### config.mk
export PLATFORM = sky130hd
export DESIGN_NAME = tcon_ctrl
export DESIGN_NICKNAME = d
export VERILOG_FILES = /design/src/hdl/tcon_pkg.sv /design/src/hdl/tcon_ctrl.sv
export SDC_FILE = /design/constraint.sdc
export NUM_CORES = 1
export LEC_CHECK = 0
export ABC_AREA = 1
export CELL_PAD_IN_SITES_DETAIL_PLACEMENT = 1
export CELL_PAD_IN_SITES_GLOBAL_PLACEMENT = 2
export CORE_MARGIN = 2
export CORE_UTILIZATION = 27
export CTS_BUF_LIST = sky130_fd_sc_hd__clkbuf_8 sky130_fd_sc_hd__clkbuf_16
export DETAILED_ROUTE_END_ITERATION = 16
export DONT_BUFFER_PORTS = 1
export HOLD_SLACK_MARGIN = 0.06
export PLACE_DENSITY = 0.78
export SLEW_MARGIN = 20
export SYNTH_ARGS = -nofsm -noshare
export SYNTH_HDL_FRONTEND = slang
export SYNTH_SLANG_ARGS = --single-unit
### constraint.sdc
create_clock -name clk -period 2.5 [get_ports clk]
set_input_delay 0.75 -clock clk [delete_from_list [all_inputs] [get_ports clk]]
set_output_delay 0.75 -clock clk [all_outputs]
set_load 0.05 [all_outputs]
### src/hdl/tcon_pkg.sv
// Package for the text console: constants, state and sequence enums, command/status structs.
// No dependencies.
`default_nettype none
package tcon_pkg;
  localparam int COLUMNS_DEF = 80;
  localparam int ROWS_DEF    = 25;
  localparam int ESC_MAX_DEF = 15;

  localparam logic [7:0] ESC_BYTE  = 8'h1B;
  localparam logic [7:0] LF_BYTE   = 8'h0A;
  localparam logic [7:0] CR_BYTE   = 8'h0D;
  localparam logic [7:0] TAB_BYTE  = 8'h09;
  localparam logic [7:0] BS_BYTE   = 8'h08;
  localparam logic [7:0] SPACE     = 8'h20;
  localparam logic [7:0] DEF_ATTR  = 8'h07;
  localparam int TAB_SPACES = 4;

  typedef enum logic [3:0] {
    ST_IDLE, ST_DECODE, ST_RDWAIT, ST_TAB, ST_SCR_RD, ST_SCR_WR,
    ST_FILL, ST_OUT
  } tcon_state_t;

  typedef enum logic [1:0] {
    SEQ_NONE, SEQ_CLEAR, SEQ_HOME, SEQ_ERASE
  } tcon_seq_t;

  // controller -> datapath
  typedef struct packed {
    logic load;        // capture input item
    logic rd_issue;    // issue read of requested cell
    logic rd_capture;  // capture read data
    logic put;         // execute put byte (single-cycle part)
    logic tab_put;     // write one tab space
    logic scr_start;   // begin scroll
    logic scr_rd;      // read source cell
    logic scr_wr;      // write dest cell
    logic fill_start;  // begin fill (clear or erase)
    logic fill_step;   // write one blank
    logic out_load;    // present result
  } tcon_cmd_t;

  // datapath -> controller
  typedef struct packed {
    logic is_read;
    logic need_tab;
    logic need_scroll;
    logic need_fill;
    logic tab_last;
    logic scr_last;
    logic fill_last;
    logic out_busy;
    logic init_busy;   // reset clearing pass running
  } tcon_sts_t;
endpackage
`default_nettype wire

### src/hdl/tcon_ctrl.sv
// Controller state machine for the text console.
// Depends on tcon_pkg.
`default_nettype none
module tcon_ctrl (
  input  wire logic               clk,
  input  wire logic               rst,
  input  wire logic               valid,
  output logic                    ready,
  input  wire tcon_pkg::tcon_sts_t sts,
  output tcon_pkg::tcon_cmd_t     cmd
);
  tcon_pkg::tcon_state_t state, state_next;

  always_ff @(posedge clk) begin
    if (rst) state <= tcon_pkg::ST_IDLE;
    else state <= state_next;
  end

  always_comb begin
    state_next = state;
    case (state)
      tcon_pkg::ST_IDLE:   if (valid && !sts.init_busy) state_next = tcon_pkg::ST_DECODE;
      tcon_pkg::ST_DECODE: state_next = sts.is_read ? tcon_pkg::ST_RDWAIT : tcon_pkg::ST_TAB;
      tcon_pkg::ST_RDWAIT: state_next = tcon_pkg::ST_OUT;
      tcon_pkg::ST_TAB: begin
        if (sts.need_scroll) state_next = tcon_pkg::ST_SCR_RD;
        else if (sts.need_fill) state_next = tcon_pkg::ST_FILL;
        else if (sts.need_tab && !sts.tab_last) state_next = tcon_pkg::ST_TAB;
        else state_next = tcon_pkg::ST_OUT;
      end
      tcon_pkg::ST_SCR_RD: state_next = tcon_pkg::ST_SCR_WR;
      tcon_pkg::ST_SCR_WR: begin
        if (sts.scr_last) state_next = tcon_pkg::ST_FILL;
        else state_next = tcon_pkg::ST_SCR_RD;
      end
      tcon_pkg::ST_FILL: begin
        if (sts.fill_last)
          state_next = (sts.need_tab && !sts.tab_last) ? tcon_pkg::ST_TAB
                                                      : tcon_pkg::ST_OUT;
      end
      tcon_pkg::ST_OUT: if (!sts.out_busy) state_next = tcon_pkg::ST_IDLE;
      default: state_next = tcon_pkg::ST_IDLE;
    endcase
  end

  always_comb begin
    cmd = '0;
    ready = 1'b0;
    case (state)
      tcon_pkg::ST_IDLE: begin
        ready = !sts.init_busy;
        cmd.load = valid && !sts.init_busy;
      end
      tcon_pkg::ST_DECODE: begin
        cmd.rd_issue = sts.is_read;
        cmd.put = !sts.is_read;
      end
      tcon_pkg::ST_RDWAIT: cmd.rd_capture = 1'b1;
      tcon_pkg::ST_TAB: begin
        if (sts.need_scroll) cmd.scr_start = 1'b1;
        else if (sts.need_fill) cmd.fill_start = 1'b1;
        else if (sts.need_tab && !sts.tab_last) cmd.tab_put = 1'b1;
      end
      tcon_pkg::ST_SCR_RD: cmd.scr_rd = 1'b1;
      tcon_pkg::ST_SCR_WR: cmd.scr_wr = 1'b1;
      tcon_pkg::ST_FILL: cmd.fill_step = 1'b1;
      tcon_pkg::ST_OUT: cmd.out_load = !sts.out_busy;
      default: ;
    endcase
  end
endmodule
`default_nettype wire

### Yosys cells after proc, flatten, opt, wreduce, memory -nomap -nowiden

Index checks and enable logic that the tools add are counted.

* bits in registers: 4
* input bits: 12
* output and inout port bits: 12
* logic and storage cells: 45

* equality and inequality tests: 10
* muxes and demuxes: 26
* reductions and logical operators: 8

Operators by type and width (count)
* case mux 4 bit (8 select lines): 1
* two-way mux 1 bit: 17
* == test 4 x 3 -> 1 bit (second input constant): 4
* two-way mux 4 bit: 3
* two-way mux 3 bit: 3
* == test 4 x 2 -> 1 bit (second input constant): 2
* inequality test 2 bit (second input constant): 3
* == test 4 x 1 -> 1 bit (second input constant): 1
* zero test 1 bit: 4
* zero test 4 bit: 1
* two-way mux 2 bit: 2
* AND reduction 3 bit: 1
* logical AND 1 bit: 2

### Depth between registers and ports, before layout

Gate-level depths: netlist of run 1.

* depth in word-level cells: 6
* depth in mapped cells: 8
* mapped depth without buffers: 7

### Worst setup path after synthesis of run 1

No wires, ideal clock.

* path type: input port to output port
* start point: in sts[6] (netlist bit)
* end point: out cmd[5] (netlist bit)
* arrival time: 1.884 ns
* data required time: 1.750 ns
* path slack: -0.134 ns
* cell stages on the path: 2
* path buffers: 0
* cells stage by stage: inv_1 nor3_1

RTL lines
* start, declared: line tcon_ctrl.sv:9 `input wire tcon_pkg::tcon_sts_t sts,`
* end, declared: line tcon_ctrl.sv:10 `output tcon_pkg::tcon_cmd_t cmd`

==> results of run 1 <==
-- cells by family after synthesis --
logic type / Yosys count / share of synthesized area [%]
DFF: 3 / 16.61
and+or+nand+nor: 41 / 58.82
AOI/OAI and AO/OA: 3 / 4.151
buffers and inverters: 15 / 20.42
-- how the worst max path moves through the flow --
| stage | cells after the start | endpoint | from | slack (ns) |
|---|---|---|---|---|
| 2_1_floorplan | 2 | cmd[3] | state[2] | 0.10 |
| 3_3_place_gp | 3 | cmd[7] | sts[8] | 0.45 |
| 3_5_place_dp | 3 | cmd[7] | sts[8] | 0.44 |
| 4_1_cts | 5 | cmd[6] | state[1] | 0.20 |
| 5_1_grt | 5 | cmd[6] | state[1] | 0.07 |
| 6_report | 5 | cmd[6] | state[1] | 0.24 |
-- cell type report --
type	instances	area (µm²)	area share [%]
repair buffers	9	67.56	14.21
multi-input cells	44	232.7	48.95
well taps	15	18.77	3.947
clock buffers	3	41.29	8.684
clock inverters	1	3.754	0.7895
flip-flops and latches	3	60.06	12.63
inverters	13	51.30	10.79
-- cells in the mapped netlist --
master / n / area [µm²]
nand4_1: 4 / 25.02
a21oi_1: 3 / 15.01
inv_1: 11 / 41.29
dfxtp_1: 3 / 60.06
nor3_1: 3 / 15.01
nand2_1: 12 / 45.04
nor2_4: 1 / 11.26
nand3_2: 1 / 10.01
nand2_4: 1 / 11.26
inv_2: 1 / 3.750
inv_4: 1 / 6.260
nor3_4: 1 / 16.27
buf_6: 2 / 22.52
nor2_2: 1 / 6.260
nand3_1: 7 / 35.03
nor2_1: 10 / 37.54
-- power groups by stage --
| stage | Sequential [W] | Combinational, W | Clock, W |
|---|---|---|---|
| 2_1_floorplan | 0.0000541 | 0.0000729 | 0 |
| 3_5_place_dp | 0.0000620 | 0.0000760 | 0 |
| 5_1_grt | 0.0000626 | 0.0000829 | 0.000149 |
| 4_1_cts | 0.0000610 | 0.0000761 | 0.000143 |
| 3_3_place_gp | 0.0000618 | 0.0000751 | 0 |
| 6_report | 0.0000608 | 0.0000754 | 0.000138 |
-- layer usage --
metal,routed length [µm],vias to the layer above,GRT usage [%]
li1,-,218,-
met3,56,4,2.778
met5,0,-,0
met1,408,195,16.67
met4,31,0,9.167
met2,464,14,24.60
-- stage by stage --
| step | hold slack [ns] | utilization [%] | worst slack, ns |
|---|---|---|---|
| 3_5_place_dp | 0.6605 | 33.93 | 0.4403 |
| 3_3_place_gp | 0.6616 | 33.93 | 0.4488 |
| 4_1_cts | 0.5913 | 37.48 | 0.2026 |
| 2_1_floorplan | 0.5987 | - | 0.1034 |
| 5_1_grt | 0.5935 | 37.48 | 0.06503 |
| 6_report | 0.5977 | 37.48 | 0.2374 |
==> out/qor.yml, run 1 <==
die:
  num_io_pins: 24
  coreArea_mm2: 0.001269
  dieHeight_um: 40.60
  rows: 13
  die_area_mm2: 0.001648
  die_w_um: 40.60
  initial_core_util_pct: 28.50
synth:
  syn_area_per_cell_um2: 5.832
  yosys_warnings: 0
  postSynthCellCount: 62
  synth_seq_cells: 3
  syn_area_um2: 361.6
  ys_types: 16
  ys_seq_area_share_pct: 16.61
  synth_nets: 74
timing:
  finalSetupViolations: 0
  finalClockSkew_ns: 0.003766
  worstMarginPinSlew_ns: 0.4193
  hold_viol_final: 0
  setup_tns_ns: 0
  relSlewSlack_pct: 72.02
  slew_violations: 0
  period_needed_ns: 2.263
  rsz0062_at_grt: "no"
  fmax_mhz: 442.0
  fin_crit_sh_pct: 90.51
worst_setup_path:
  slowest_delay_ns: 0.53
  critPathBufInv: 1
  r2r_start: "state[1]"
  cp_top_family: "simple AND/OR/NAND/NOR gates"
  critPathRequiredTime_ns: 1.75
  ff2ff_setup_slack_ns: 1.11
  cp_max_fo: 9
  r2r_cells: 6
  worstReg2RegEnd: "state[2]"
  path_cells: "nand2_1 -> nor2_1 -> nand3_1 -> nor2_1 -> buf_4"
  endpoint_kind: "primary output"
  slowest_stage: "dfxtp_1"
  crit_type: "reg -> out"
  crit_path_frequent_cell: "nor2_1"
  cp-start-kind: "flip-flop"
  arrival_ns: 1.51
finish:
  fin_nets: 86
  areaGrowthSynthToFinish_pct: 31.49
  largest_register: "state"
  fill_cells: 183
  stdcell_area_um2: 475.5
  antenna_cells: 0
  fin_cells: 88
  layout_common_cells: "inv_1, nand2_1, nor2_1, buf_4, nand3_1"
  largest_reg_flops: 3
  reg_top3: "state (3)"
  layout-drive-gt1-share_pct: 27.40
cts:
  post_cts_buffers: 0
  hold_buffers: 0
  htreeDepth: 1
  root_buffer: "clkbuf_8"
  clock-sinks: 3
  cts_buffer_depth: 2
  path_clk_slew_ns: 0.03
  cts_tree: "yes"
  cts.repair.resized: 0
  clk_latency_ns: 0.22
  numCtsBuffers: 3
power:
  power_frac_seq_pct: 22.2
  p_leak_nw: 0.2608
  p_int_w: 0.0001773
  switching_share_pct: 35.29
  irDropWorstVdd_mv: 0.2607
  clockPowerShare_pct: 50.3
  power_density_mw_per_mm2: 576.4
  switching_power_w: 0.00009673
  power_frac_comb_pct: 27.5
  p_total_w: 0.0002741
min_path:
  holdPathEnd: "state[1]"
  hold_path.class: "in -> reg"
  hold_start: "rst"
  holdPathStages: 1
place:
  placed_cells: 84
  postPlaceCellArea_um2: 430.4
  port_buffers: 0
  dp_hpwl_um: 793.2
  gp_congestion: 0.7130
detailed_routing:
  routed_via_density: 4.898
  drtIter0Drc: 3
  drc_errors: 0
  ant_nets: 0
  drt_wl_total_um: 960
  num_vias: 431
  wl_per_cell_um: 10.91
  firstDrtPassIters: 2
grt:
  grt_pass1_wl_um: 1559
  overflow: 0
  grt_usage_pct: 14.63
  grt_max_degree: 11
  grt_pass1_vias: 395
  antenna_found_initial: 0
outcome:
  status: "finished clean"
job:
  cap_violations: 0
Power figures use the tool's default switching activity.
==> run 2: changes to the inputs <==
- ABC_AREA: 1 -> unset
- CORE_AREA: unset -> 2 2 39 41
- CORE_MARGIN: 2 -> unset
- CORE_UTILIZATION: 27 -> unset
- DIE_AREA: unset -> 0 0 41 43
- PLACE_DENSITY: 0.78 -> 0.71
==> run 2 against run 1 <==
  * Fmax is 1.2% higher
  * Register-to-register slack lost 0.11 ns
  * Sequential share of layout area fell by 0.90 points
  * Sequential power is 88% higher
  * Utilization shrank 0.50 points
  * Critical endpoint is now cmd[2]
  * Largest power group is now combinational cells
  * Highest routed layer is now met3
==> out/qor.yml, run 2 <==
worst_setup_path:
  crit_cells: 4  # -1
  r2r_start: "state[1]"
  cp_max_fo: 12  # +3
  slowest_delay_ns: 0.57  # +0.04 ns
  cp-start-kind: "flip-flop"
  cp-endpoint: "cmd[2]"
  endpoint_kind: "primary output"
  crit_type: "reg -> out"
  slowest_stage: "dfxtp_1"
  path_cells: "and2b_1 -> nand2_1 -> nor3b_2 -> buf_4"
  critPathBufInv: 1  # unchanged
  arrival_ns: 1.49  # -0.02 ns
  critPathRequiredTime_ns: 1.75  # about the same
  ff2ff_setup_slack_ns: 1.00  # -0.11 ns
  crit_path_start: "state[0]"
  r2r_cells: 5  # -1
  worstReg2RegEnd: "state[0]"
  cp_top_family: "flip-flops"
timing:
  worstMarginPinSlew_ns: 0.5294  # +0.1102 ns
  fmax_mhz: 447.1  # +1.2%
  rsz0062_at_grt: "no"
  slew_violations: 0  # unchanged
  hold_slack_ns: 0.6051  # +0.007433 ns
  finalClockSkew_ns: 0.001345  # -0.002420 ns
  finalSetupViolations: 0  # unchanged
  hold_viol_final: 0  # unchanged
  fin_crit_sh_pct: 89.48  # -1.0 points
  relSlewSlack_pct: 64.66  # -7.4 points
  period_needed_ns: 2.237  # -0.02577 ns
synth:
  synth_nets: 60  # -19%
  syn_area_um2: 345.3  # -4.5%
  synth_area_leader_cell: "dfxtp_1"
  yosysMostFrequentCell: "nor2_1"
  syn_area_per_cell_um2: 7.194  # +23%
  synthTopCellsByCount: "nor2_1, nand2_1, nor3b_1"
  ys_seq_area_share_pct: 17.39  # +0.78 points
  postSynthCellCount: 48  # -23%
  synth_area_leaders: "dfxtp_1, nor3b_1, buf_6"
  yosys_warnings: 0  # unchanged
  yosys.area.top_type_share_pct: 17.39  # +0.78 points
  synth_seq_cells: 3  # unchanged
  ys_types: 28  # +12
  ys.flop_type: "dfxtp_1"
  synth_enable_flop_cells: 0  # unchanged
  async_flop_share_pct: 0  # unchanged
grt:
  grt_max_degree: 15  # +4
  grt_usage_pct: 11.92  # -2.7 points
  overflow: 0  # unchanged
  antenna_found_initial: 0  # unchanged
  grt_pass1_vias: 342  # -13%
  grt_pass1_wl_um: 1428  # -8.4%
cts:
  htreeDepth: 1  # unchanged
  root_buffer: "clkbuf_8"
  clock-sinks: 3  # unchanged
  cts.repair.resized: 0  # unchanged
  hold_buffers: 0  # unchanged
  clk_latency_ns: 0.21  # about the same
  cts_tree: "yes"
  numCtsBuffers: 3  # unchanged
  cts_buffer_depth: 2  # unchanged
  post_cts_buffers: 0  # unchanged
  path_clk_slew_ns: 0.03  # about the same
finish:
  reg_top3: "state (3)"
  fin_nets: 73  # -15%
  layout_common_cells: "buf_4, nor2_1, nor3b_2, nand2_1"
  final_common_cell: "buf_4"
  largest_register: "state"
  layout-drive-gt1-share_pct: 40.00  # +13 points
  antenna_cells: 0  # unchanged
  fill_cells: 173  # -5.5%
  areaGrowthSynthToFinish_pct: 48.19
  largest_reg_flops: 3  # unchanged
detailed_routing:
  wl_per_cell_um: 12.45  # +14%
  firstDrtPassIters: 2  # unchanged
  drtIter0Drc: 6  # +3
  ant_nets: 0  # unchanged
  drc_errors: 0  # unchanged
  num_vias: 397  # -7.9%
  drt_wl_total_um: 946  # -1.5%
  routed_via_density: 5.224  # +6.7%
die:
  die_w_um: 41  # +1.0%
  num_io_pins: 24  # unchanged
  initial_core_util_pct: 24.95  # -3.5 points
  die_area_mm2: 0.001763  # +7.0%
  coreArea_mm2: 0.001384  # +9.1%
  dieHeight_um: 43  # +5.9%
  rows: 14  # +1
power:
  power_density_mw_per_mm2: 964.3  # +67%
  p_total_w: 0.0004935  # +80%
  p_leak_nw: 0.2265  # -13%
  irDropWorstVdd_mv: 0.3976  # +53%
place:
  gp_congestion: 0.7111  # -0.27%
  port_buffers: 0  # unchanged
  dp_hpwl_um: 748.9  # -5.6%
min_path:
  hold_start: "rst"
  holdPathStages: 1  # unchanged
  hold_path.class: "in -> reg"
outcome:
  status: "finished clean"
job:
  cap_violations: 0  # unchanged
[run 2: cell count changes in the layout (fill, tap and decap cells not counted), moves of 4 or more]
cell     previous run  this run
nand4_1             4         0
nor3b_2             0         5
nand3_1             7         2
nand2_1            12         4
inv_1              12         2
nor2_1             10         6
[run 2: through the flow]
stage	cell area, µm²	setup slack [ns]	cells	TNS [ns]	util (%)
2_1_floorplan	369.1	-0.07812	48	-0.1676	-
3_3_place_gp	466.7	0.4668	72	0	33.73
3_5_place_dp	466.7	0.4624	72	0	33.73
4_1_cts	511.7	0.2374	76	0	36.98
5_1_grt	511.7	0.09400	76	0	36.98
6_report	511.7	0.2631	76	0	36.98
[run 2: worst register-to-register path: cells and delay by family (launching register included)]
kind / cells / cell delay (ns)
AOI/OAI and AO/OA: 3 / 0.45
buffers and inverters: 1 / 0.25
DFF: 1 / 0.64
and+or+nand+nor: 1 / 0.05
[run 2: logic make-up after synthesis]
logic type      count (synthesis)  synth area share [%]
simple gates                   28                 49.64
compound gates                 12                 21.74
buf+inv                         5                 11.23
flops                           3                 17.39
[run 2: layout make-up]
type | count | area [µm²] | area share (%)
clock buffer | 3 | 41.29 | 8.068
multi-input combinational | 40 | 280.3 | 54.77
sequential | 3 | 60.06 | 11.74
tap | 16 | 20.02 | 3.912
clock inverter | 1 | 3.754 | 0.7335
timing repair buffer | 12 | 102.6 | 20.05
inverter | 1 | 3.754 | 0.7335
[run 2: report_power, final]
part	switching, W	leakage [nW]	internal, W
Clock	0.0000316	0.0269	0.000105
Sequential	0.0000520	0.0249	0.0000617
Combinational	0.000146	0.175	0.0000980
Total	0.000229	0.226	0.000264
[run 2: how the worst min path moves through the flow]
stage	to
2_1_floorplan	state[1]
3_3_place_gp	state[1]
3_5_place_dp	state[1]
4_1_cts	state[1]
5_1_grt	state[1]
6_report	state[1]
[run 2: metal layers]
metal | up-vias | part of all wire (%) | global-route usage, %
li1 | 194 | - | -
met5 | - | 0 | 0
met1 | 182 | 41 | 14.38
met4 | 0 | 0 | 6.000
met3 | 0 | 11 | 4.188
met2 | 21 | 48 | 17.81
==> run 3: changes to the inputs <==
- CTS_BUF_LIST: sky130_fd_sc_hd__clkbuf_8 sky130_fd_sc_hd__clkbuf_16 -> unset
==> run 3 against run 2 <==
  * Die area unchanged
  * Global-route usage up 0.70 points
  * Flip-flop and latch count unchanged
  * Utilization down 1.4 points
  * Clock skew up 0.0057 ns
  * Total power down 9.0%
  * Clock power down 33%
  * Critical path type unchanged
  * Largest cell class unchanged
  * Largest power group unchanged
  * Highest routed layer is now met4
==> out/qor.yml, run 3 (synthesized netlist as in run 2, its figures left out) <==
detailed_routing:
  drc_errors: 0  # unchanged
  firstDrtPassIters: 2  # unchanged
  num_vias: 401  # +1.0%
  ant_nets: 0  # unchanged
  drt_wl_total_um: 971  # +2.6%
  wl_per_cell_um: 12.78  # +2.6%
  routed_via_density: 5.276  # +1.0%
  drtIter0Drc: 3  # -3
finish:
  final_common_cell: "buf_4"
  antenna_cells: 0  # unchanged
  areaGrowthSynthToFinish_pct: 42.75
  layout-drive-gt1-share_pct: 40.00  # unchanged
  fin_nets: 73  # unchanged
  reg_top3: "state (3)"
  largest_register: "state"
  largest_reg_flops: 3  # unchanged
  layout_common_cells: "buf_4, nor2_1, nor3b_2, nand2_1"
  fin_cells: 76  # unchanged
worst_setup_path:
  critPathRequiredTime_ns: 1.75  # about the same
  r2r_cells: 5  # unchanged
  crit_type: "reg -> out"
  cp-start-kind: "flip-flop"
  endpoint_kind: "primary output"
  arrival_ns: 1.52  # +0.03 ns
  cp_max_fo: 12  # unchanged
timing:
  finalClockSkew_ns: 0.007027  # +0.005682 ns
  finalSetupViolations: 0  # unchanged
  rsz0062_at_grt: "no"
  slew_violations: 0  # unchanged
  fin_crit_sh_pct: 90.93  # +1.5 points
  hold_viol_final: 0  # unchanged
  hold_slack_ns: 0.5793  # -0.02580 ns
  period_needed_ns: 2.273  # +0.03638 ns
  worstMarginPinSlew_ns: 0.5281  # -0.001283 ns
  fmax_mhz: 439.9  # -1.6%
  setup_tns_ns: 0  # unchanged
  relSlewSlack_pct: 64.74  # +0.086 points
place:
  gp_congestion: 0.7111  # unchanged
  port_buffers: 0  # unchanged
  dp_hpwl_um: 748.9  # unchanged
  placed_cells: 72  # unchanged
cts:
  htreeDepth: 1  # unchanged
  root_buffer: "clkbuf_4"
  numCtsBuffers: 3  # unchanged
  clock-sinks: 3  # unchanged
  cts_tree: "yes"
  post_cts_buffers: 0  # unchanged
  cts.repair.resized: 0  # unchanged
  cts_buffer_depth: 2  # unchanged
  hold_buffers: 0  # unchanged
  clk_latency_ns: 0.25  # +0.04 ns
  path_clk_slew_ns: 0.04  # about the same
die:
  dieHeight_um: 43  # unchanged
  die_w_um: 41  # unchanged
  rows: 14  # unchanged
  die_area_mm2: 0.001763  # unchanged
  coreArea_mm2: 0.001384  # unchanged
  initial_core_util_pct: 24.95  # unchanged
  num_io_pins: 24  # unchanged
min_path:
  holdPathStages: 1  # unchanged
  hold_path.class: "in -> reg"
grt:
  grt_pass1_vias: 353  # +3.2%
  grt_usage_pct: 12.63  # +0.70 points
  antenna_found_initial: 0  # unchanged
  grt_pass1_wl_um: 1490  # +4.3%
  grt_max_degree: 15  # unchanged
  overflow: 0  # unchanged
outcome:
  status: "finished clean"
power:
  irDropWorstVdd_mv: 0.3452  # -13%
  p_leak_nw: 0.2146  # -5.3%
  power_density_mw_per_mm2: 911.1  # -5.5%
job:
  cap_violations: 0  # unchanged
[run 3: cell count changes in the layout (fill, tap and decap cells not counted)]
cell,change
clkbuf_1,+1
clkbuf_4,+3
clkbuf_8,-3
inv_1,-1
[run 3: stage by stage]
stage / setup WS [ns] / total power [W] / instance area (µm²) / utilization, %
2_1_floorplan: -0.07812 / 0.0003048 / 369.1 / -
3_3_place_gp: 0.4668 / 0.0003572 / 466.7 / 33.73
3_5_place_dp: 0.4624 / 0.0003615 / 466.7 / 33.73
4_1_cts: 0.1994 / 0.0004546 / 493.0 / 35.62
5_1_grt: 0.06699 / 0.0004804 / 493.0 / 35.62
6_report: 0.2267 / 0.0004492 / 493.0 / 35.62
[run 3: routing by layer]
metal / up-vias / track usage [%] / wire length [µm]
li1: 195 / - / -
met1: 182 / 14.70 / 396
met2: 22 / 18.75 / 465
met3: 2 / 2.618 / 90
met4: 0 / 10.00 / 18
met5: - / 0 / 0
[run 3: worst max-delay path: stages (launching register included)]
cell and delay (ns):
dfxtp_1 0.58, and2b_1 0.21, nand2_1 0.08, nor3b_2 0.20
buf_4 0.21
[run 3: area by class of cell]
| class | count | area, µm² |
|---|---|---|
| clock buffers | 4 | 26.28 |
| multi-input cells | 40 | 280.3 |
| flip-flops and latches | 3 | 60.06 |
| fillers | 177 | 890.9 |
| well taps | 16 | 20.02 |
| inverters | 1 | 3.754 |
| repair buffers | 12 | 102.6 |
[run 3: power breakdown]
group / leakage, nW / switching, W / internal (W)
logic: 0.175 / 0.000146 / 0.0000980
clock network: 0.0150 / 0.0000311 / 0.0000602
registers: 0.0249 / 0.0000521 / 0.0000616
[run 3: path summary, 6_finish.rpt]
path,from,end,slack (ns)
min reg2reg,state[0],state[1],0.74
min,rst,state[1],0.58
max,state[0],cmd[2],0.23
max reg2reg,state[1],state[0],1.01
